`src/hdl/gbm_fifo.sv`:
```
// ----------------------------------------------------------------------------
// gbm_fifo
// Short queue of finished block states between the front and the back.
// ----------------------------------------------------------------------------
module gbm_fifo #(
    parameter int WIDTH = 144,
    parameter int DEPTH = 2
) (
    input  logic             clk,
    input  logic             rst_n,
    input  logic             push_valid,
    output logic             push_ready,
    input  logic [WIDTH-1:0] push_data,
    output logic             pop_valid,
    input  logic             pop_ready,
    output logic [WIDTH-1:0] pop_data
);

    localparam int PTR_W = $clog2(DEPTH);
    localparam int CNT_W = $clog2(DEPTH + 1);

    logic [WIDTH-1:0] entry_reg [DEPTH];
    logic [PTR_W-1:0] wr_ptr_reg, wr_ptr_next;
    logic [PTR_W-1:0] rd_ptr_reg, rd_ptr_next;
    logic [CNT_W-1:0] count_reg, count_next;
    logic             do_push;
    logic             do_pop;

    assign push_ready = (count_reg != CNT_W'(DEPTH));
    assign pop_valid  = (count_reg != '0);
    assign pop_data   = entry_reg[rd_ptr_reg];
    assign do_push    = push_valid && push_ready;
    assign do_pop     = pop_valid && pop_ready;

    // pointer and fill count
    always_comb
    begin
        wr_ptr_next = wr_ptr_reg;
        rd_ptr_next = rd_ptr_reg;
        count_next  = count_reg;
        if (do_push)
        begin
            wr_ptr_next = (wr_ptr_reg == PTR_W'(DEPTH - 1)) ? '0 : wr_ptr_reg + 1'b1;
        end
        if (do_pop)
        begin
            rd_ptr_next = (rd_ptr_reg == PTR_W'(DEPTH - 1)) ? '0 : rd_ptr_reg + 1'b1;
        end
        if (do_push && !do_pop)
        begin
            count_next = count_reg + 1'b1;
        end
        else if (do_pop && !do_push)
        begin
            count_next = count_reg - 1'b1;
        end
    end

    always_ff @(posedge clk or negedge rst_n)
    begin
        if (!rst_n)
        begin
            wr_ptr_reg <= '0;
            rd_ptr_reg <= '0;
            count_reg  <= '0;
        end
        else
        begin
            wr_ptr_reg <= wr_ptr_next;
            rd_ptr_reg <= rd_ptr_next;
            count_reg  <= count_next;
        end
    end

    // entry storage
    always_ff @(posedge clk)
    begin
        if (do_push)
        begin
            entry_reg[wr_ptr_reg] <= push_data;
        end
    end

endmodule

```
`config.mk`:
```
export PLATFORM = sky130hd
export DESIGN_NAME = gbm_fifo
export DESIGN_NICKNAME = d
export VERILOG_FILES = /design/src/hdl/gbm_fifo.sv
export SDC_FILE = /design/constraint.sdc
export NUM_CORES = 1
export LEC_CHECK = 0
export CORE_MARGIN = 2
export CORE_UTILIZATION = 35
export DETAILED_ROUTE_END_ITERATION = 8
export DONT_BUFFER_PORTS = 1
export REMOVE_ABC_BUFFERS = 1
export SLEW_MARGIN = 30
export SYNTH_ARGS = -nofsm -noshare
export SYNTH_HDL_FRONTEND = slang
export SYNTH_SLANG_ARGS = --single-unit
```
`constraint.sdc`:
```
create_clock -name clk -period 7.56 [get_ports clk]
set_input_delay 1.512 -clock clk [delete_from_list [all_inputs] [get_ports clk]]
set_output_delay 1.512 -clock clk [all_outputs]
set_load 0.005 [all_outputs]
```
* After elaboration in Yosys (flattened, before gate mapping) *
Memory sizes are Yosys's and may differ from the RTL's.
Cells that the tools add are included.

word-level totals
  output and inout bits = 146
  memories = 1
  bits in registers = 4
  bits of input ports = 148
  memory bits (writable) = 288

operators by class
  eq/ne operators = 1
  multiplexer cells = 6
  add/subtract/negate cells = 4
  reduce and logical (&&, ||, !) cells = 8

memories
  name       depth  width  read ports  clocked after Yosys merged registers in  write ports  RTL line  text
  entry_reg  2      144    1           0                                        1            22        logic [WIDTH-1:0] entry_reg [DEPTH];

operators with widths
  operator               number
  $logic_and A1 B1 Y1    4
  $mux W1                4
  $mux W2                2
  $reduce_bool A2 Y1     2
  $add A1 B1 Y1 const B  2
  $add A2 B1 Y2 const B  1
  $logic_not A1 Y1       2
  $ne A2 B2 Y1 const B   1
  $sub A2 B1 Y2 const B  1

* Logic depth before layout (Yosys ltp) *
  word-level depth = 6
  mapped depth = 7
  mapped depth without buffers = 7

* Least setup slack after synthesis *
Ideal clock, no wire load.

  kind = input port to flip-flop
  start point = in push_valid
  end point = mem entry_reg[0][0], enable pin
  library setup time = 0.649 ns
  required time = 6.911 ns
  path buffers = 0
  cell stages on the path = 2
  arrival time = 7.581 ns
  path slack = -0.670 ns
  cells stage by stage = nand2_1 -> nor2_1

on the way
  cells in the longest elaborated chain, start to end = 3

RTL lines
  element                        RTL line  text
  start: declaration             11        input logic push_valid,
  $logic_and A1 B1 Y1            32        assign do_push = push_valid && push_ready;
  $mux W1                        78        if (do_push)
  $mux W1 (implied by the code)  80        entry_reg[wr_ptr_reg] <= push_data;
  end: declaration               22

Every way passes these cells.

* Worst setup path after layout *
  start point = reg rd_ptr_reg
  end point = out pop_data[30]

on the way
  cells in the longest elaborated chain, start to end = 1

RTL lines
  element                   RTL line  text
  start: declaration        24        logic [PTR_W-1:0] rd_ptr_reg, rd_ptr_next;
  start signal: assignment  70        rd_ptr_reg <= rd_ptr_next;
  $mem_v2 Z2 W144           -
  end: declaration          16        output logic [WIDTH-1:0] pop_data

Every way passes these cells.

==> flow_metrics.tcl <==
set metrics [dict create \
    wl_per_cell_microns 21.3 \
    worstPathRequired_ns 6.05 \
    nets 636 \
    drive_gt1_share_pct 37.4 \
    start_util_pct 35.4 \
    gp_congestion 0.698 \
    drt-total-wl_microns 19200 \
    core_region_area_sq_um 30400 \
    drt_iter0_markers 291 \
    vias_per_cell 4.68 \
    cp_num_buf_inv 2 \
    drtPass1Iterations 6 \
    p_leak_nw 4.01 \
    dp_hpwl_microns 12900 \
    fin_area_sq_um 12100 \
    numCtsBuffers 29 \
    drc 0 \
    p_per_area_nw_per_um2 391 \
    synth_seq_cells 292 \
    placedInstanceArea_sq_um 11200 \
    ys_types 15 \
    pre_cts_slack_ns 3.96 \
    antenna_left 0 \
    crit_path_max_incr_delay_ns 0.63 \
    antenna_cells 0 \
    slew_violations 0 \
    grt_pass1_wl_microns 28600 \
    globalRouteTotalUtil_pct 11.4 \
    grt_pass1_vias 4624 \
    met2_length_microns 9590 \
    syn2layout_area_growth_pct 12.4 \
    ctsHoldBuffers 0 \
    cap_violations 0 \
    timing.final.crit_share_pct 52.7 \
    worst_clock_skew_ns 0.0212 \
    clk_pin_slew_ns 0.06 \
    m1WireLength_microns 6580 \
    rows 64 \
    largest_register_ff_count 288 \
    final-hold-violation-count 0 \
    ys_warn_count 0 \
    rsz0062_at_grt "false" \
    worst_setup_path_end_kind "primary output" \
    gr-total-overflow 0 \
    fin_ws_ns 3.58 \
    clock-root-buffer "clkbuf_16" \
    postSynthCellCount 466 \
    grt_antenna_before_repair 0 \
    htreeDepth 1 \
    worstPathCellList "buf_16 -> buf_12 -> mux2_2" \
    tightest_slew_ns 0.851 \
    crit_family "buffers and inverters" \
    die_area_sq_um 32200 \
    via_count 4220 \
    io_pins 294 \
    slew_headroom_pct 43.3 \
    worst_setup_path_start_kind "register" \
    cts_tree "done" \
    top_layer_used "met4" \
    seq_area_sq_um 8750 \
    syn_area_sq_um 10800 \
    postCtsSetupRepairBufs 0 \
    clock.fmax_ghz 0.251 \
    grt_max_degree 86 \
    cp.arrival_ns 2.47 \
    clkLatencyLatePin_ns 0.54 \
    clockBufferDepth 3 \
    multi_input_area_sq_um 1910 \
    numClockSinks 292 \
    placed_cells 851 \
    critical_path_class "register to primary output" \
    finalCriticalPeriod_ns 3.98 \
    fill_cells 2692 \
    io_buffers 0 \
    cp_slowest_cell "dfrtp_4" \
    post_synth.cell_area_avg_sq_um 23.1 \
    max-vdd-ir-drop_mv 0.272 \
    post_cts_resized 0 \
    utilization_pct 39.8 \
    status "finished, final reports clean" \
    die_width_microns 179 \
    total_power_mw 4.73 \
    wl_met3_microns 2650 \
    crit_fanout 84 \
    seq_area_frac_synth_pct 81.2 \
    stdcell_count 902 \
    setup_viol 0 \
    dieHeight_microns 179 \
    hold_path_class "register to register" \
]
[report_power, final]
group	internal (mW)	leakage (nW)	total, mW	switching [mW]
clock	0.767	0.418	1.31	0.545
sequential	2.22	2.72	2.33	0.107
combinational	0.500	0.872	1.10	0.596
total	3.49	4.01	4.73	1.25
[cell usage after synthesis]
library cell | number | area, sq um
nand2_1 | 2 | 7.51
and3_1 | 1 | 6.26
mux2_4 | 50 | 751
ha_1 | 1 | 12.5
buf_6 | 7 | 78.8
buf_2 | 9 | 45.0
xnor2_1 | 3 | 26.3
dfrtp_1 | 4 | 100
nand2b_1 | 1 | 6.26
mux2_2 | 94 | 1060
inv_1 | 1 | 3.75
nor2_1 | 2 | 7.51
edfxtp_1 | 288 | 8650
or2_2 | 1 | 6.26
xor2_1 | 2 | 17.5
[layout by cell type, fill, tap and decap left out, types with 3 or more instances in the layout]
master / instances
mux2_2: 94
buf_4: 3
clkinv_1: 6
clkbuf_1: 9
mux2_4: 50
dfrtp_1: 3
clkbuf_16: 29
edfxtp_1: 288
xnor2_1: 3
[through the flow]
step / TNS, ns / hold slack, ns
global route: 0 / 0.555
finish: 0 / 0.504
detailed placement: 0 / 0.484
CTS: 0 / 0.498
floorplan: -96.43 / 0.456
global placement: 0 / 0.478
[layout make-up]
class / count / area share (%)
Sequential cell: 292 / 72.3
Inverter: 1 / 0.0310
Tap cell: 396 / 4.09
Timing Repair Buffer: 6 / 0.671
Clock inverter: 12 / 0.899
Multi-Input combinational cell: 157 / 15.8
Clock buffer: 38 / 6.27
[path summary, 6_finish.rpt]
path | from | end | slack [ns] | depth (start not counted)
max | rd_ptr_reg | pop_data[30] | 3.58 | 3
min | count_reg[1] | count_reg[1] | 0.50 | 1
max reg2reg | count_reg[0] | entry_reg[1][61] | 4.91 | 3
min reg2reg | count_reg[1] | count_reg[1] | 0.50 | 1
max in group asynchronous | rst_n | rd_ptr_reg | 6.82 | 0
min in group asynchronous | rst_n | count_reg[0] | 0.66 | 0
[routing by layer]
metal | track usage, % | vias up
li1 | - | 1890
met1 | 12.0 | 2085
met2 | 19.5 | 214
met3 | 6.65 | 31
met4 | 3.12 | 0
met5 | 0 | -
[cells by family (layout without fill, tap and decap cells)]
kind of cell,Yosys count,in the layout,synth area share [%]
xor gates and xnor gates,5,5,0.406
adders and majority gates,1,1,0.116
buffers and inverters,17,57,1.18
DFF,292,292,81.2
muxes,144,144,16.8
and+or+nand+nor,7,7,0.314
(Power assumes the default switching activity.)
