===== config.mk =====
export PLATFORM = sky130hd
export DESIGN_NAME = gbm_front
export DESIGN_NICKNAME = d
export VERILOG_FILES = /design/src/hdl/gbm_pkg.sv /design/src/hdl/gbm_front.sv
export SDC_FILE = /design/constraint.sdc
export NUM_CORES = 2
export LEC_CHECK = 0
export ABC_AREA = 1
export BUFFER_PORTS_ARGS = -buffer_cell sky130_fd_sc_hd__buf_2
export CAP_MARGIN = 20
export CORE_MARGIN = 2
export CORE_UTILIZATION = 40
export CTS_CLUSTER_SIZE = 12
export DETAILED_ROUTE_END_ITERATION = 10
export PLACE_DENSITY_LB_ADDON = 0.12
export SLEW_MARGIN = 40
export SYNTH_ARGS = -nofsm -noshare
export SYNTH_HDL_FRONTEND = slang
export SYNTH_SLANG_ARGS = --single-unit
export TNS_END_PERCENT = 1

===== constraint.sdc =====
create_clock -name clk -period 11.2 [get_ports clk]
set_input_delay 1.68 -clock clk [delete_from_list [all_inputs] [get_ports clk]]
set_output_delay 1.68 -clock clk [all_outputs]
set_load 0.02 [all_outputs]

===== src/hdl/gbm_pkg.sv =====
// ----------------------------------------------------------------------------
// gbm_pkg
// Shared field widths, types and register indexes of the Goertzel bin meter.
// ----------------------------------------------------------------------------
package gbm_pkg;

    // fixed field widths
    localparam int COEFF_W     = 18;
    localparam int GAIN_W      = 16;
    localparam int SAMPLE_W    = 11;
    localparam int MAG_W       = 26;
    localparam int CFG_INDEX_W = 4;
    localparam int CFG_DATA_W  = 18;

    // entries between front and back
    localparam int QUEUE_DEPTH = 2;

    typedef logic signed [COEFF_W-1:0]  coeff_t;
    typedef logic        [GAIN_W-1:0]   gain_t;
    typedef logic signed [SAMPLE_W-1:0] sample_t;
    typedef logic        [MAG_W-1:0]    mag_t;
    typedef logic [CFG_INDEX_W-1:0]     cfg_index_t;
    typedef logic [CFG_DATA_W-1:0]      cfg_data_t;

    // top of the magnitude range
    localparam mag_t MAG_MAX = '1;

    // register indexes
    localparam cfg_index_t CFG_BIN_COEFF  = CFG_INDEX_W'(0);
    localparam cfg_index_t CFG_METER_GAIN = CFG_INDEX_W'(1);

endpackage


===== src/hdl/gbm_front.sv =====
// ----------------------------------------------------------------------------
// gbm_front
// Sample side: runs the Goertzel recursion with one shared multiplier and,
// at the end of a block, hands the final state and coeff*q1 to the queue.
// ----------------------------------------------------------------------------
module gbm_front #(
    parameter int COEFF_FRAC_BITS = 16,
    parameter int STATE_BITS      = 48
) (
    input  logic                      clk,
    input  logic                      rst_n,
    input  logic                      in_valid,
    output logic                      in_stall,
    input  gbm_pkg::sample_t          sample,
    input  logic                      last_sample,
    input  gbm_pkg::coeff_t           bin_coeff,
    output logic                      push_valid,
    input  logic                      push_ready,
    output logic [3*STATE_BITS-1:0]   push_data
);

    localparam int SB = STATE_BITS;
    localparam int F  = COEFF_FRAC_BITS;
    localparam int H  = (SB + 1) / 2;
    localparam int HW = SB - H;
    localparam int PW = gbm_pkg::COEFF_W + H + 1;
    localparam int FW = gbm_pkg::COEFF_W + SB + 1;
    localparam int UW = ((SB > gbm_pkg::SAMPLE_W + F) ? SB : gbm_pkg::SAMPLE_W + F) + 2;

    localparam logic signed [SB-1:0] S_MAX = {1'b0, {(SB-1){1'b1}}};
    localparam logic signed [SB-1:0] S_MIN = {1'b1, {(SB-1){1'b0}}};

    localparam logic [2:0] ST_IDLE   = 3'd0;
    localparam logic [2:0] ST_MUL_LO = 3'd1;
    localparam logic [2:0] ST_MUL_HI = 3'd2;
    localparam logic [2:0] ST_SCALE  = 3'd3;
    localparam logic [2:0] ST_UPDATE = 3'd4;
    localparam logic [2:0] ST_PUSH   = 3'd5;

    logic [2:0]              state_reg, state_next;
    logic signed [SB-1:0]    q1_reg, q1_next;
    logic signed [SB-1:0]    q2_reg, q2_next;
    logic                    last_reg, last_next;
    logic                    final_reg, final_next;
    gbm_pkg::sample_t        smp_reg;
    logic signed [PW-1:0]    prod_reg;
    logic signed [PW-1:0]    part_reg;
    logic signed [SB-1:0]    cq_reg;

    logic signed [H:0]       mul_b;
    logic signed [PW-1:0]    mul_p;
    logic signed [FW-1:0]    full_prod;
    logic signed [FW-1:0]    scaled;
    logic [FW-SB:0]          scaled_top;
    logic signed [SB-1:0]    cq_sat;
    logic signed [UW-1:0]    upd_sum;
    logic [UW-SB:0]          upd_top;
    logic signed [SB-1:0]    upd_sat;

    // multiplier operand: low half unsigned, high half signed
    always_comb
    begin
        if (state_reg == ST_MUL_HI)
        begin
            mul_b = {{(H+1-HW){q1_reg[SB-1]}}, q1_reg[SB-1:H]};
        end
        else
        begin
            mul_b = {1'b0, q1_reg[H-1:0]};
        end
    end

    assign mul_p = bin_coeff * mul_b;

    // recombine halves, floor shift, saturate to state width
    assign full_prod  = (FW'(prod_reg) <<< H) + FW'(part_reg);
    assign scaled     = full_prod >>> F;
    assign scaled_top = scaled[FW-1:SB-1];
    assign cq_sat     = ((&scaled_top) || !(|scaled_top)) ? scaled[SB-1:0]
                      : (scaled[FW-1] ? S_MIN : S_MAX);

    // recursion sum with saturation
    assign upd_sum = UW'(cq_reg) - UW'(q2_reg) + (UW'(smp_reg) <<< F);
    assign upd_top = upd_sum[UW-1:SB-1];
    assign upd_sat = ((&upd_top) || !(|upd_top)) ? upd_sum[SB-1:0]
                   : (upd_sum[UW-1] ? S_MIN : S_MAX);

    assign in_stall   = (state_reg != ST_IDLE);
    assign push_valid = (state_reg == ST_PUSH);
    assign push_data  = {q1_reg, q2_reg, cq_reg};

    // sequencer
    always_comb
    begin
        state_next = state_reg;
        q1_next    = q1_reg;
        q2_next    = q2_reg;
        last_next  = last_reg;
        final_next = final_reg;
        unique case (state_reg)
            ST_IDLE:
            begin
                if (in_valid)
                begin
                    last_next  = last_sample;
                    final_next = 1'b0;
                    state_next = ST_MUL_LO;
                end
            end
            ST_MUL_LO:
            begin
                state_next = ST_MUL_HI;
            end
            ST_MUL_HI:
            begin
                state_next = ST_SCALE;
            end
            ST_SCALE:
            begin
                state_next = final_reg ? ST_PUSH : ST_UPDATE;
            end
            ST_UPDATE:
            begin
                q2_next = q1_reg;
                q1_next = upd_sat;
                if (last_reg)
                begin
                    final_next = 1'b1;
                    state_next = ST_MUL_LO;
                end
                else
                begin
                    state_next = ST_IDLE;
                end
            end
            ST_PUSH:
            begin
                if (push_ready)
                begin
                    q1_next    = '0;
                    q2_next    = '0;
                    state_next = ST_IDLE;
                end
            end
            default:
            begin
                state_next = ST_IDLE;
            end
        endcase
    end

    // control and recursion state
    always_ff @(posedge clk or negedge rst_n)
    begin
        if (!rst_n)
        begin
            state_reg <= ST_IDLE;
            q1_reg    <= '0;
            q2_reg    <= '0;
            last_reg  <= 1'b0;
            final_reg <= 1'b0;
        end
        else
        begin
            state_reg <= state_next;
            q1_reg    <= q1_next;
            q2_reg    <= q2_next;
            last_reg  <= last_next;
            final_reg <= final_next;
        end
    end

    // datapath registers
    always_ff @(posedge clk)
    begin
        if (state_reg == ST_IDLE && in_valid)
        begin
            smp_reg <= sample;
        end
        if (state_reg == ST_MUL_LO || state_reg == ST_MUL_HI)
        begin
            prod_reg <= mul_p;
        end
        if (state_reg == ST_MUL_HI)
        begin
            part_reg <= prod_reg;
        end
        if (state_reg == ST_SCALE)
        begin
            cq_reg <= cq_sat;
        end
    end

endmodule


======== Yosys cells after proc, flatten, opt, wreduce, memory -nomap -nowiden ========
Index checks and enable logic that the tools add are counted.
storage, ports and cells
  register bits after elaboration ......... 246
  bits of input ports ..................... 34
  output and inout port bits .............. 146
  word-level logic and storage cells ...... 55
operators by class
  add/subtract/negate cells ............... 3
  multiply operators ...................... 1
  equality and inequality tests ........... 8
  mux-type cells .......................... 16
  reduce and logical (&&, ||, !) cells .... 18
operator list
  operator              count
  $mux W48              5
  $pmux W48 S2          2
  $add A67 B43 Y67      1
  $add A49 B27 Y50      1
  $sub A48 B48 Y49      1
  $mul A18 B25 Y43      1
  $mux W25              1
  $pmux W3 S6           1
  $eq A3 B2 Y1 const B  2
  $eq A3 B3 Y1 const B  2
  $mux W3               2
  $reduce_and A2 Y1     3
  $reduce_and A3 Y1     2
  $mux W1               4
  $ne A2 B2 Y1 const B  2
  $reduce_and A4 Y1     1
  $reduce_bool A2 Y1    2
  $reduce_or A4 Y1      1
  $eq A3 B1 Y1 const B  1
  $logic_not A3 Y1      1
  $logic_or A1 B1 Y1    3
  $reduce_bool A3 Y1    1
  $reduce_or A3 Y1      1
  $logic_not A1 Y1      2
  3 further kinds       3

======== Depth between registers and ports, before layout ========
  depth in word-level cells ............... 7
  gate-level depth with buffers ........... 33
  gate-level depth less buffers ........... 30

======== Worst setup path after synthesis ========
No wires, ideal clock.
  path kind ............................... input to register
  start ................................... input bin_coeff[0]
  end ..................................... register prod_reg[36] (data pin)
  library setup time ...................... 0.252 ns
  arrival time ............................ 6.882 ns
  data required time ...................... 10.948 ns
  path slack .............................. 4.066 ns
  stages .................................. 22
  buffers on the path ..................... 1
  cells stage by stage .................... clkbuf_1 inv_1 nor2_1 fa_1 fa_1 ha_1 inv_1 fa_1 inv_1 fa_1 inv_1 fa_1 inv_1 ha_1 a21oi_1 inv_1 a21oi_1 inv_1 a221oi_1 nand2_1 nand2_1 nand2_1
between the ends
  longest elaborated chain between the ends .. 1
ends and longest elaborated chain
  element               RTL line          source
  from (decl)           gbm_front.sv:16   input gbm_pkg::coeff_t bin_coeff,
  $mul A18 B25 Y43      gbm_front.sv:73   assign mul_p = bin_coeff * mul_b;
  net mul_p[36]         gbm_front.sv:51   logic signed [PW-1:0] mul_p;
  to (signal assigned)  gbm_front.sv:182  prod_reg <= mul_p;
  to (decl)             gbm_front.sv:46   logic signed [PW-1:0] prod_reg;
The timed path passes the listed nets, and every way through them passes these cells.
A chain may end at the register's enable or synchronous reset.

======== Worst setup path after layout ========
  start ................................... register state_reg[2]
  end ..................................... register prod_reg[34] (data pin)
between the ends
  longest elaborated chain between the ends .. 3
ends and longest elaborated chain
  element                 RTL line          source
  from (decl)             gbm_front.sv:40   logic [2:0] state_reg, state_next;
  from (signal assigned)  gbm_front.sv:165  state_reg <= state_next;
  $eq A3 B2 Y1            gbm_front.sv:63   if (state_reg == ST_MUL_HI)
  $mux W25                gbm_front.sv:63
  $mul A18 B25 Y43        gbm_front.sv:73
  net mul_p[34]           gbm_front.sv:51
The timed path passes the listed nets, and every way through them passes these cells.

==> metrics.md <==
| Metric | Value |
|---|---|
| Area fraction of the dominant cell type after synthesis | 0.288 |
| Final min period | roughly 8600 ps |
| Synth cell types | approximately 50 |
| GRT Residual Overflow | 0 |
| TritonCTS Buffers | 28 |
| Max Root-Sink Buffers | 3 |
| Diodes inserted | 0 |
| Clock latency on the worst-skew pair | 600 ps |
| Fill count | ~8600 |
| First-pass GRT wire length | 186 mm |
| Largest net degree at the start of global routing | 71 |
| Post-route ant nets | 0 |
| Met2 Track Usage GR | 0.516 |
| Share of layout cells above drive strength 1 | 0.0736 |
| Crit path DAT | between 9000 and 10000 ps |
| Asr flop ratio synth | 0.439 |
| Fin cells | between 5000 and 6000 |
| Area growth, synth to finish | 8.82% |
| Die W | around 300 um |
| Htree depth | 1 |
| Setup crit start kind | register |
| Met3 Use GR | 0.0263 |
| Final period util | 0.768 |
| Area occupied by registers | roughly 0.0064 mm2 |
| Core Region | 0.0820 mm2 |
| Cell accounting for the most synthesized area | fa_1 |
| Final instance area | 0.0359 mm2 |
| Max Slew Vio Count | 0 |
| Synth Warn # | 0 |
| Most numerous cell in the Yosys netlist | nand2_1 |
| Most frequent cells after synthesis | nand2_1, inv_1, fa_1 |
| Worst path required time | around 12000 ps |
| Final WL | 126 mm |
| Worst Path Max Fanout | between 40 and 50 |
| Total negative slack | 0 ps |
| Setup Skew | about 43 ps |
| HPWL Detailed | roughly 110 mm |
| Post-synthesis instance total | 4264 |
| CTS hold repair buffers | 0 |
| Nets | around 5100 |
| EDFF count, synth | 129 |
| Hold Crit Class | reg -> reg |
| DR vias | about 28000 |
| Root buffer cell | clkbuf_16 |
| Register clock-pin slew on the reported worst setup and hold paths | around 60 ps |
| CTS tree | built |
| Flops & latches, synth | 230 |
| Total GRT Usage | 0.296 |
| Buffers added on ports | ~180 |
| Slew @ Worst Pin | 935 ps |
| GR peak layer | met2 |
| # IOs | 180 |
| DR vias/cell | 5.11 |
| Slew margin rel. | 0.373 |
| Syn avg cell area | between 7 and 8 um2 |
| Dpl cells | 5434 |
| Multi-input logic area | between 0.02 and 0.025 mm2 |
| Initial antenna violation count | 2 |
| Mapped Nets | ~5000 |
| Die Y | 291 um |
| Fmax | ~120 MHz |
| Status | completed |
| CP endpoint kind | register |
| Vias in the first global route | roughly 29000 |
| Initial core utilization | 0.403 |
| Synthesized cell area | approximately 0.033 mm2 |
| Clock Sinks | 230 |
| PostCTS Resize Cnt | 0 |
| GR Util met1 | 0.374 |
| 1st-pass router iterations | 5 |
| Post-CTS Setup Bufs | 0 |
| Std-Cell Rows | 105 |
| Die ar. | about 0.085 mm2 |
| Wirelength per Cell | ~23 um |
| Global placement routability congestion | 1.03 |
| Placed Area | between 0.03 and 0.04 mm2 |
| Crit path kind | reg -> reg |
| RSZ-0062 raised after global routing | false |
| Drt initial violations | just under 2000 |
| Max Cap Viol | 0 |
| Seq/Total Area, Yosys | 0.194 |
| DRC Markers | 0 |
| Ys flop type | edfxtp_1 |
| Final number of setup-violating endpoints | 0 |
| Final Hold Fails | 0 |
| Synth top area cells | fa_1, nand2_1, edfxtp_1 |
## area by class of cell
type,count,area share
Clock buffer,34,0.0207
Clock inverter,16,0.00519
Inverter,1002,0.105
Multi-Input combinational cell,2933,0.624
Sequential cell,230,0.178
Tap cell,1070,0.0373
Timing Repair Buffer,199,0.0295
## final timing paths
check                      cells after the start  slack, ps                      from                      to
min in group asynchronous                      1       1080                     rst_n  q2_reg[19]$_DFFE_PN0P_
hold / removal                                 0        450    prod_reg[33]$_DFFE_PP_  part_reg[33]$_DFFE_PP_
hold reg to reg                                0        450    prod_reg[33]$_DFFE_PP_  part_reg[33]$_DFFE_PP_
max in group asynchronous                      2       9050                     rst_n  q2_reg[29]$_DFFE_PN0P_
setup reg to reg                              27       2600  state_reg[2]$_DFFE_PN0P_  prod_reg[34]$_DFFE_PP_
setup / recovery                              27       2600  state_reg[2]$_DFFE_PN0P_  prod_reg[34]$_DFFE_PP_
## critical path, stage by stage (launching register included)
cell and delay [ps]:
dfrtp_1 450, nor2_1 180, nand2_2 210, buf_4 390
o21ai_1 810, inv_1 590, nand2_1 210, fa_1 460
fa_1 530, fa_1 520, inv_1 50, fa_1 530
fa_1 530, inv_1 60, fa_1 530, inv_1 60
ha_1 380, nand2_1 120, nor2_1 190, nand2_1 100
nor4_1 600, nand2_1 100, nand3_1 170, nand2_1 70
nand2_1 130, nand2_1 70, nand2_1 80, xor2_1 250
## layout by cell type, fill, tap and decap left out, types with 4 or more instances in the layout
| master | n |
|---|---|
| nand2_1 | 1116 |
| inv_1 | 970 |
| fa_1 | 475 |
| nor2_1 | 399 |
| ha_1 | 213 |
| buf_2 | 178 |
| a21oi_1 | 153 |
| nand3_1 | 142 |
| edfxtp_1 | 129 |
| dfrtp_1 | 101 |
| o21ai_0 | 77 |
| xor2_1 | 56 |
| xnor2_1 | 55 |
| nand4_1 | 38 |
| clkbuf_16 | 28 |
| nor3_1 | 26 |
| inv_2 | 24 |
| a22o_1 | 23 |
| o21bai_1 | 21 |
| buf_4 | 18 |
| nand2_2 | 17 |
| o21ai_2 | 15 |
| a31oi_1 | 15 |
| o22ai_1 | 15 |
| o21ai_1 | 11 |
| clkinv_1 | 11 |
| nor2_2 | 11 |
| a21o_1 | 10 |
| nor4_1 | 6 |
| o21a_1 | 6 |
| clkinv_2 | 5 |
| clkbuf_1 | 4 |
## per-layer routing
metal / routed length [um] / part of all wire / vias up
met5: 0 / 0 / -
met4: 6800 / 0.054 / 0
met3: 6210 / 0.049 / 190
met2: 62000 / 0.49 / 867
met1: 51200 / 0.41 / 13800
li1: - / - / 13100
## kinds of logic after synthesis
logic type      after synthesis  share of synthesized area
compound gates              361                     0.0630
xor+xnor                    111                     0.0294
fa+ha+maj                   688                      0.369
buf+inv                    1101                      0.129
flops                       230                      0.194
simple gates               1773                      0.216
## per-stage QoR
stage	util	setup slack (ps)	hold WS [ps]
3_3_place_gp	0.426	1600	449
4_1_cts	0.438	2560	453
5_1_grt	0.438	2280	471
6_report	0.438	2600	454
3_5_place_dp	0.427	2550	443
2_1_floorplan	-	4070	433
Power is left out: the tool's default activity adds up to more than one toggle a clock period on the data nets, which glitch-free logic cannot reach.
