[config.mk]
export PLATFORM = sky130hd
export DESIGN_NAME = gbm_back
export DESIGN_NICKNAME = d
export VERILOG_FILES = /design/src/hdl/gbm_pkg.sv /design/src/hdl/gbm_back.sv
export SDC_FILE = /design/constraint.sdc
export NUM_CORES = 2
export LEC_CHECK = 0
export CAP_MARGIN = 15
export CORE_MARGIN = 2
export CORE_UTILIZATION = 50
export CTS_CLUSTER_DIAMETER = 120
export DETAILED_ROUTE_END_ITERATION = 7
export DONT_BUFFER_PORTS = 1
export GPL_TIMING_DRIVEN = 0
export SLEW_MARGIN = 15
export SYNTH_ARGS = -nofsm -noshare
export SYNTH_HDL_FRONTEND = slang
export SYNTH_SLANG_ARGS = --single-unit
[constraint.sdc]
create_clock -name clk -period 32.2 [get_ports clk]
set_input_delay 3.22 -clock clk [delete_from_list [all_inputs] [get_ports clk]]
set_output_delay 3.22 -clock clk [all_outputs]
set_load 0.05 [all_outputs]
[src/hdl/gbm_pkg.sv]
// ----------------------------------------------------------------------------
// gbm_pkg
// Shared field widths, types and register indexes of the Goertzel bin meter.
// ----------------------------------------------------------------------------
package gbm_pkg;

    // fixed field widths
    localparam int COEFF_W     = 18;
    localparam int GAIN_W      = 16;
    localparam int SAMPLE_W    = 11;
    localparam int MAG_W       = 26;
    localparam int CFG_INDEX_W = 4;
    localparam int CFG_DATA_W  = 18;

    // entries between front and back
    localparam int QUEUE_DEPTH = 2;

    typedef logic signed [COEFF_W-1:0]  coeff_t;
    typedef logic        [GAIN_W-1:0]   gain_t;
    typedef logic signed [SAMPLE_W-1:0] sample_t;
    typedef logic        [MAG_W-1:0]    mag_t;
    typedef logic [CFG_INDEX_W-1:0]     cfg_index_t;
    typedef logic [CFG_DATA_W-1:0]      cfg_data_t;

    // top of the magnitude range
    localparam mag_t MAG_MAX = '1;

    // register indexes
    localparam cfg_index_t CFG_BIN_COEFF  = CFG_INDEX_W'(0);
    localparam cfg_index_t CFG_METER_GAIN = CFG_INDEX_W'(1);

endpackage

[src/hdl/gbm_back.sv]
// ----------------------------------------------------------------------------
// gbm_back
// Result side: power from half-width partial products, bit-serial integer
// square root, bit-serial division by the gain, output word register.
// ----------------------------------------------------------------------------
module gbm_back #(
    parameter int COEFF_FRAC_BITS = 16,
    parameter int STATE_BITS      = 48
) (
    input  logic                      clk,
    input  logic                      rst_n,
    input  logic                      pop_valid,
    output logic                      pop_ready,
    input  logic [3*STATE_BITS-1:0]   pop_data,
    input  gbm_pkg::gain_t            meter_gain,
    output logic                      out_valid,
    input  logic                      out_stall,
    output gbm_pkg::mag_t             magnitude
);

    localparam int SB  = STATE_BITS;
    localparam int F   = COEFF_FRAC_BITS;
    localparam int H   = (SB + 1) / 2;
    localparam int AW  = 2 * SB + 2;
    localparam int DW  = SB - F;
    localparam int QW  = (DW > gbm_pkg::MAG_W) ? DW : gbm_pkg::MAG_W;
    localparam int GW  = gbm_pkg::GAIN_W;
    localparam int CNW = $clog2(SB + 1);

    localparam logic [2:0] B_IDLE = 3'd0;
    localparam logic [2:0] B_MUL  = 3'd1;
    localparam logic [2:0] B_ACC  = 3'd2;
    localparam logic [2:0] B_SQRT = 3'd3;
    localparam logic [2:0] B_DIV  = 3'd4;
    localparam logic [2:0] B_OUT  = 3'd5;

    localparam logic [1:0] TERM_Q1 = 2'd0;
    localparam logic [1:0] TERM_Q2 = 2'd1;
    localparam logic [1:0] TERM_CQ = 2'd2;
    localparam logic [3:0] LAST_STEP = 4'd11;

    logic [2:0]            state_reg, state_next;
    logic                  out_valid_reg, out_valid_next;
    logic [3:0]            step_reg;
    logic [SB-1:0]         mag_q1_reg, mag_q2_reg, mag_c_reg;
    logic                  tsub_reg;
    logic [2*H-1:0]        prod_reg;
    logic signed [AW-1:0]  acc_reg;
    logic [2*SB-1:0]       n_reg;
    logic [SB:0]           rem_reg;
    logic [SB-1:0]         root_reg;
    logic [CNW-1:0]        cnt_reg;
    logic [GW-1:0]         drem_reg;
    logic [DW-1:0]         quo_reg;
    gbm_pkg::mag_t         mag_reg;

    logic [SB-1:0]         q1_raw, q2_raw, c_raw;
    logic [SB-1:0]         op_a, op_b;
    logic [H-1:0]          half_a, half_b;
    logic [2*H-1:0]        mul_p;
    logic signed [AW-1:0]  pp_shift;
    logic signed [AW-1:0]  acc_next;
    logic [2*SB-1:0]       power;
    logic [SB+2:0]         rem_sh, trial, rem_diff;
    logic                  sq_ge;
    logic [SB:0]           rem_next;
    logic [SB-1:0]         root_next;
    gbm_pkg::gain_t        gain_eff;
    logic [GW:0]           dr_sh, dr_diff;
    logic                  dv_ge;
    logic [GW-1:0]         drem_next;
    logic [QW-1:0]         quo_ext;
    gbm_pkg::mag_t         mag_sat;
    logic                  out_free;

    assign q1_raw = pop_data[3*SB-1:2*SB];
    assign q2_raw = pop_data[2*SB-1:SB];
    assign c_raw  = pop_data[SB-1:0];

    assign pop_ready = (state_reg == B_IDLE);
    assign out_valid = out_valid_reg;
    assign magnitude = mag_reg;
    assign out_free  = !out_valid_reg || !out_stall;

    // operands of the current power term
    always_comb
    begin
        unique case (step_reg[3:2])
            TERM_Q1:
            begin
                op_a = mag_q1_reg;
                op_b = mag_q1_reg;
            end
            TERM_Q2:
            begin
                op_a = mag_q2_reg;
                op_b = mag_q2_reg;
            end
            default:
            begin
                op_a = mag_c_reg;
                op_b = mag_q2_reg;
            end
        endcase
    end

    // one partial product of the two halves
    assign half_a = step_reg[1] ? H'(op_a[SB-1:H]) : op_a[H-1:0];
    assign half_b = step_reg[0] ? H'(op_b[SB-1:H]) : op_b[H-1:0];
    assign mul_p  = half_a * half_b;

    // align and accumulate; the cross term is subtracted when its sign says so
    always_comb
    begin
        unique case (step_reg[1:0])
            2'b00:   pp_shift = AW'(prod_reg);
            2'b11:   pp_shift = AW'(prod_reg) << (2 * H);
            default: pp_shift = AW'(prod_reg) << H;
        endcase
    end

    assign acc_next = (step_reg[3:2] == TERM_CQ && tsub_reg) ? acc_reg - pp_shift
                                                             : acc_reg + pp_shift;
    assign power    = acc_next[AW-1] ? '0 : acc_next[2*SB-1:0];

    // square root, one result bit per cycle
    assign rem_sh    = {rem_reg, n_reg[2*SB-1:2*SB-2]};
    assign trial     = {1'b0, root_reg, 2'b01};
    assign sq_ge     = (rem_sh >= trial);
    assign rem_diff  = rem_sh - trial;
    assign rem_next  = sq_ge ? rem_diff[SB:0] : rem_sh[SB:0];
    assign root_next = {root_reg[SB-2:0], sq_ge};

    // restoring division by the gain, zero gain acts as one
    assign gain_eff  = (meter_gain == '0) ? GW'(1) : meter_gain;
    assign dr_sh     = {drem_reg, quo_reg[DW-1]};
    assign dv_ge     = (dr_sh >= {1'b0, gain_eff});
    assign dr_diff   = dr_sh - {1'b0, gain_eff};
    assign drem_next = dv_ge ? dr_diff[GW-1:0] : dr_sh[GW-1:0];

    // clamp quotient to the magnitude range
    assign quo_ext = QW'(quo_reg);
    assign mag_sat = (quo_ext > QW'(gbm_pkg::MAG_MAX)) ? gbm_pkg::MAG_MAX
                                                       : quo_ext[gbm_pkg::MAG_W-1:0];

    // sequencer
    always_comb
    begin
        state_next     = state_reg;
        out_valid_next = out_valid_reg;
        if (out_valid_reg && !out_stall)
        begin
            out_valid_next = 1'b0;
        end
        unique case (state_reg)
            B_IDLE:
            begin
                if (pop_valid)
                begin
                    state_next = B_MUL;
                end
            end
            B_MUL:
            begin
                state_next = B_ACC;
            end
            B_ACC:
            begin
                state_next = (step_reg == LAST_STEP) ? B_SQRT : B_MUL;
            end
            B_SQRT:
            begin
                if (cnt_reg == '0)
                begin
                    state_next = B_DIV;
                end
            end
            B_DIV:
            begin
                if (cnt_reg == '0)
                begin
                    state_next = B_OUT;
                end
            end
            B_OUT:
            begin
                if (out_free)
                begin
                    out_valid_next = 1'b1;
                    state_next     = B_IDLE;
                end
            end
            default:
            begin
                state_next = B_IDLE;
            end
        endcase
    end

    always_ff @(posedge clk or negedge rst_n)
    begin
        if (!rst_n)
        begin
            state_reg     <= B_IDLE;
            out_valid_reg <= 1'b0;
        end
        else
        begin
            state_reg     <= state_next;
            out_valid_reg <= out_valid_next;
        end
    end

    // datapath registers
    always_ff @(posedge clk)
    begin
        unique case (state_reg)
            B_IDLE:
            begin
                mag_q1_reg <= q1_raw[SB-1] ? (~q1_raw + 1'b1) : q1_raw;
                mag_q2_reg <= q2_raw[SB-1] ? (~q2_raw + 1'b1) : q2_raw;
                mag_c_reg  <= c_raw[SB-1] ? (~c_raw + 1'b1) : c_raw;
                tsub_reg   <= (c_raw[SB-1] == q2_raw[SB-1]);
                acc_reg    <= '0;
                step_reg   <= '0;
            end
            B_MUL:
            begin
                prod_reg <= mul_p;
            end
            B_ACC:
            begin
                acc_reg  <= acc_next;
                step_reg <= step_reg + 1'b1;
                n_reg    <= power;
                rem_reg  <= '0;
                root_reg <= '0;
                cnt_reg  <= CNW'(SB - 1);
            end
            B_SQRT:
            begin
                n_reg    <= n_reg << 2;
                rem_reg  <= rem_next;
                root_reg <= root_next;
                cnt_reg  <= cnt_reg - 1'b1;
                quo_reg  <= root_next[SB-1:F];
                drem_reg <= '0;
                if (cnt_reg == '0)
                begin
                    cnt_reg <= CNW'(DW - 1);
                end
            end
            B_DIV:
            begin
                drem_reg <= drem_next;
                quo_reg  <= {quo_reg[DW-2:0], dv_ge};
                cnt_reg  <= cnt_reg - 1'b1;
            end
            B_OUT:
            begin
                if (out_free)
                begin
                    mag_reg <= mag_sat;
                end
            end
            default:
            begin
                prod_reg <= prod_reg;
            end
        endcase
    end

endmodule

# Word-level counts from Yosys, hierarchy flattened
# Index checks and enable logic that the tools add are counted.
[totals]
regBits = 572
out_inout_bits = 28
inputBits = 164
wordCells = 96
[op_classes]
n_reduce_logical = 16
multipliers = 1
muxes = 31
magnitude_cmp = 3
addsub = 9
bitwise = 3
n_eq_ne = 14
[op_table]
columns = ["cell", "n"]
rows = [
  ["one-hot mux 96 bit (2 select lines)", 2],
  ["one-hot mux 98 bit (2 select lines)", 1],
  ["one-hot mux 48 bit (2 select lines)", 2],
  ["adder 48 x 1 -> 48 bit, second input constant", 3],
  ["NOT 48 bit", 3],
  ["two-way mux 47 bit", 3],
  ["adder 98 bit", 1],
  ["two-way mux 98 bit", 1],
  ["one-hot mux 49 bit (2 select lines)", 1],
  ["subtractor 98 bit", 1],
  ["two-way mux 96 bit", 1],
  ["one-hot mux 32 bit (2 select lines)", 1],
  ["greater-or-equal comparator 51 x 50 -> 1 bit", 1],
  ["two-way mux 49 bit", 1],
  ["subtractor 49 bit", 1],
  ["multiplier 24 x 24 -> 48 bit", 1],
  ["two-way mux 24 bit", 2],
  ["two-way mux 48 bit", 1],
  ["> comparator 32 x 26 -> 1 bit, second input constant", 1],
  ["two-way mux 16 bit", 2],
  ["one-hot mux 16 bit (2 select lines)", 1],
  ["one-hot mux 3 bit (6 select lines)", 1],
  ["one-hot mux 6 bit (3 select lines)", 1],
  ["greater-or-equal comparator 17 x 16 -> 1 bit", 1],
  ["other kinds (27)", 43],
]

# Depth between registers and ports, before layout
[logic_depth]
ltp_word = 6
ltp_mapped = 38
mapped_depth_nobuf = 32

# Least setup slack after synthesis
# OpenSTA, ideal clock, no wires.
[synth_timing]
path_kind = "flip-flop to output port"
startpoint = "register state_reg[0]"
endpoint = "output pop_ready"
required_ns = 28.980
path_slack_ns = 17.598
t_arrival_ns = 11.382
n_path_buf = 1
path_stages_with_launch = 3
path_cell_list = "dfrtp_1 -> clkbuf_1 -> nor3_1"
[synth_via]
elab_chain_len = 1
[synth_rtl]
columns = ["element", "line", "rtl"]
rows = [
  ["start: declaration", "gbm_back.sv:42", "logic [2:0] state_reg, state_next;"],
  ["start signal: assignment", "gbm_back.sv:209", "state_reg <= state_next;"],
  ["logical NOT 3 bit", "gbm_back.sv:80", "assign pop_ready = (state_reg == B_IDLE);"],
  ["end: declaration", "gbm_back.sv:13", "output logic pop_ready,"],
]
# No other way between the ends.

# Final worst setup path
[layout_timing]
startpoint = "register step_reg[2]"
endpoint = "register prod_reg[47], data pin"
[layout_via]
elab_chain_len = 4
word_cells_on_any_way = 7
cone_classes = "1 x mul; 1 x eq/ne; 4 x mux; 1 x reduce/logical"
[layout_rtl]
columns = ["element", "line", "rtl"]
rows = [
  ["start: declaration", "gbm_back.sv:44", "logic [3:0] step_reg;"],
  ["start signal: assignment", "gbm_back.sv:234", "step_reg <= step_reg + 1'b1;"],
  ["equality test 2 x 1 -> 1 bit or logical NOT 2 bit (tied branches)", "gbm_back.sv:88", "unique case (step_reg[3:2])"],
  ["one-hot mux 48 bit (2 select lines) or two-way mux 48 bit (tied branches)", "gbm_back.sv:88", ""],
  ["two-way mux 24 bit (on tied branches)", "gbm_back.sv:108, gbm_back.sv:109", ""],
  ["multiplier 24 x 24 -> 48 bit *", "gbm_back.sv:110", "assign mul_p = half_a * half_b;"],
  ["via mul_p[47]", "gbm_back.sv:60", "logic [2*H-1:0] mul_p;"],
  ["end signal: assignment", "gbm_back.sv:229", "prod_reg <= mul_p;"],
  ["end signal: assignment", "gbm_back.sv:268", "prod_reg <= prod_reg;"],
  ["end: declaration", "gbm_back.sv:47", "logic [2*H-1:0] prod_reg;"],
]
# Mark *: on every way through the listed nets, which the timed path passes. The rest lies on a longest branch.
# A chain may end at the register's enable or synchronous reset.

==> impl_metrics.env <==
export IMPL_outcome="complete, no violations"
export IMPL_critical_path_max_stage_delay_ns=1.08
export IMPL_ys_types=80
export IMPL_cp_endpoint_kind="flip-flop"
export IMPL_yosysWarnings=0
export IMPL_design_die_area_um2=117000
export IMPL_postRouteAntennaNets=0
export IMPL_post_cts_hold_buffers=0
export IMPL_wire_per_inst_um=24.9
export IMPL_rows=123
export IMPL_most_used_flip_flop_cell_after_synthesis="sky130_fd_sc_hd__edfxtp_1"
export IMPL_floorplan_die_height_um=342
export IMPL_p_total_mw=4.56
export IMPL_path_clk_slew_ns=0.06
export IMPL_pwr_density_cell_nw_per_um2=74.0
export IMPL_cts_buffers=67
export IMPL_hold_path_class="reg -> reg"
export IMPL_floorplan_die_width_um=342
export IMPL_grt_use_total=0.337
export IMPL_crit_path_start_kind="flip-flop"
export IMPL_area_growth_pct=8.24
export IMPL_critPathRequiredTime_ns=32.58
export IMPL_timing_final_max_slew_violations=0
export IMPL_synth_top_cells_by_area="sky130_fd_sc_hd__edfxtp_1 (30%), sky130_fd_sc_hd__fa_1 (17%), sky130_fd_sc_hd__ha_1 (7.6%)"
export IMPL_number_of_flip_flops_in_the_largest_register=98
export IMPL_maxSlewHeadroom=0.105
export IMPL_dp_final_hpwl_mm=158
export IMPL_detail_route_drc_violations=0
export IMPL_crit_slowest_cell="sky130_fd_sc_hd__o31ai_1"
export IMPL_synth_async_reset_ratio=0.00699
export IMPL_seq_area_frac_synth=0.301
export IMPL_critical_path_arrival_ns=12.44
export IMPL_initial_core_utilization=0.505
export IMPL_finalSetupViolCount=0
export IMPL_worst_skew_pair_late_latency_ns=0.66
export IMPL_cts_htree_levels=3
export IMPL_synth_top_cells_by_count="sky130_fd_sc_hd__nand2_1 (825), sky130_fd_sc_hd__inv_1 (674), sky130_fd_sc_hd__nor2_1 (671)"
export IMPL_final_net_count=7347
export IMPL_crit_type="reg -> reg"
export IMPL_n_fill_cell=10500
export IMPL_finalWirelength_mm=197
export IMPL_post_cts_setup_buffer_count=0
export IMPL_num_vias=46800
export IMPL_worstMarginPinSlew_ns=1.33
export IMPL_pleak_nw=25.9
export IMPL_post_synth_top_count_cell="sky130_fd_sc_hd__nand2_1"
export IMPL_synth_edff_count=568
export IMPL_clock_tree_from_tritoncts="yes"
export IMPL_max_freq_ghz=0.0829
export IMPL_initialDrtViolationCount=4731
export IMPL_via_count_of_the_first_global_routing_pass=46800
export IMPL_critical_path_max_fanout=10
export IMPL_setup_tns_ns=0
export IMPL_post_synth_top_area_share=0.299
export IMPL_period_utilisation_layout=0.375
export IMPL_synthesized_netlist_net_count=7237
export IMPL_finalHoldViolCount=0
export IMPL_cpMostUsedCell="sky130_fd_sc_hd__fa_1"
export IMPL_core_area_um2=113000
export IMPL_grt_pass1_wl_mm=294
export IMPL_setup_repair_after_global_routing_missed_its_margin="false"
export IMPL_drive_gt1_frac=0.0417
export IMPL_post_route_min_period_ns=12.06
export IMPL_globalRoute_totalOverflow=0
export IMPL_syn_area_um2=57000
export IMPL_cts_root_buf="sky130_fd_sc_hd__clkbuf_16"
export IMPL_vias_per_cell=5.92
export IMPL_synth_seq_cells=572
export IMPL_synth_top_area_cell="sky130_fd_sc_hd__edfxtp_1"
export IMPL_globalplace_congestion=1.02
export IMPL_ir_worst_vdd_v=0.0000509
export IMPL_grt_antenna_before_repair=0
export IMPL_clkSinkCount=572
export IMPL_io_buffers=0
export IMPL_clock_path_buffers=3
export IMPL_num_io_pins=192
export IMPL_worst_setup_skew_after_layout_ns=0.0475
export IMPL_first_pass_iters=6
export IMPL_syn_area_per_cell_um2=9.12
export IMPL_syn_instance_count=6244
export IMPL_cts_resized=0
export IMPL_grt_max_degree=90
export IMPL_timing_max_cap_violations=0
==> routing by layer <==
layer  routed length [µm]  vias to the layer above  global-route usage
met3                14400                      430              0.0528
li1                     -                    21400                   -
met5                    0                        -                   0
met4                10500                        0               0.156
met1                83500                    23000               0.456
met2                88800                     1897               0.534
==> layout make-up <==
type / count / area (µm²) / share of cell area
Antenna cell: 1 / 2.50 / 0.0000406
Sequential cell: 572 / 17200 / 0.278
Clock inverter: 44 / 427 / 0.00692
Tap cell: 1500 / 1880 / 0.0304
Clock buffer: 76 / 1710 / 0.0277
Timing Repair Buffer: 41 / 494 / 0.00801
Multi-Input combinational cell: 4673 / 36200 / 0.587
Buffer: 322 / 1230 / 0.0199
Inverter: 677 / 2550 / 0.0413
==> where the power goes <==
part           total, mW  switching, mW  internal [mW]  leakage, nW
Clock              0.749          0.335          0.414         1.02
Sequential          1.26          0.129           1.13         5.60
Combinational       2.55           1.57          0.978         19.3
Total               4.56           2.04           2.53         25.9
==> through the flow <==
| stage | hold slack (ns) | cells | cell area [µm²] | setup WS [ns] | utilization |
|---|---|---|---|---|---|
| 3_3_place_gp | 0.500 | 7744 | 58800 | 14.12 | 0.522 |
| 2_1_floorplan | 0.495 | 6244 | 57000 | 17.60 | - |
| 6_report | 0.492 | 7906 | 61700 | 20.14 | 0.547 |
| 3_5_place_dp | 0.505 | 7785 | 59500 | 20.31 | 0.528 |
| 5_1_grt | 0.500 | 7905 | 61700 | 19.69 | 0.547 |
| 4_1_cts | 0.489 | 7905 | 61700 | 20.25 | 0.547 |
==> cells by family (layout without fill, tap and decap cells) <==
logic type,Yosys count,after routing,synth area share
simple gates,2070,2070,0.161
mux,91,91,0.0184
xor+xnor,417,417,0.0641
compound gates,1266,1266,0.143
fa+ha+maj,829,829,0.246
flops,572,572,0.301
other cells,0,1,0
buf+inv,999,1160,0.0661
==> placed cells by master, fill, tap and decap left out, types with 41 or more instances in the layout <==
cell type and count:
sky130_fd_sc_hd__nand3_1 74, sky130_fd_sc_hd__or2_2 53, sky130_fd_sc_hd__o21bai_1 41, sky130_fd_sc_hd__nor2b_1 86
sky130_fd_sc_hd__edfxtp_1 568, sky130_fd_sc_hd__nor3_1 46, sky130_fd_sc_hd__o21ai_0 323, sky130_fd_sc_hd__nand2_1 825
sky130_fd_sc_hd__ha_1 345, sky130_fd_sc_hd__a21o_1 116, sky130_fd_sc_hd__nand2b_1 60, sky130_fd_sc_hd__xor2_1 124
sky130_fd_sc_hd__o21a_1 48, sky130_fd_sc_hd__inv_1 672, sky130_fd_sc_hd__a21oi_1 277, sky130_fd_sc_hd__nor2_1 668
sky130_fd_sc_hd__o31ai_1 135, sky130_fd_sc_hd__clkbuf_1 301, sky130_fd_sc_hd__xnor2_1 293, sky130_fd_sc_hd__fa_1 484
sky130_fd_sc_hd__nand4_1 62, sky130_fd_sc_hd__mux2i_1 71, sky130_fd_sc_hd__and2_1 54, sky130_fd_sc_hd__a211oi_1 60
sky130_fd_sc_hd__clkbuf_16 67
==> final timing paths <==
path | from | cells past startpoint | end | slack (ns)
worst min-delay path | n_reg[11] | 2 | n_reg[13] | 0.49
worst max-delay path | step_reg[2] | 29 | prod_reg[47] | 20.14
worst min register to register | n_reg[11] | 2 | n_reg[13] | 0.49
worst max register to register | step_reg[2] | 29 | prod_reg[47] | 20.14
min in group asynchronous | rst_n | 0 | out_valid | 2.28
max in group asynchronous | rst_n | 0 | state_reg[1] | 29.85
==> critical path, delay by kind of cell, from the launching register on <==
family / cells / cell delay (ns)
AO/OA/AOI/OAI: 8 / 3.46
XOR/XNOR: 1 / 0.08
adder cells (fa/ha/maj): 8 / 4.26
buffers and inverters: 10 / 2.99
flip-flops: 1 / 0.32
AND/OR/NAND/NOR: 2 / 0.64
No activity file was read; power rests on OpenSTA's default activity.
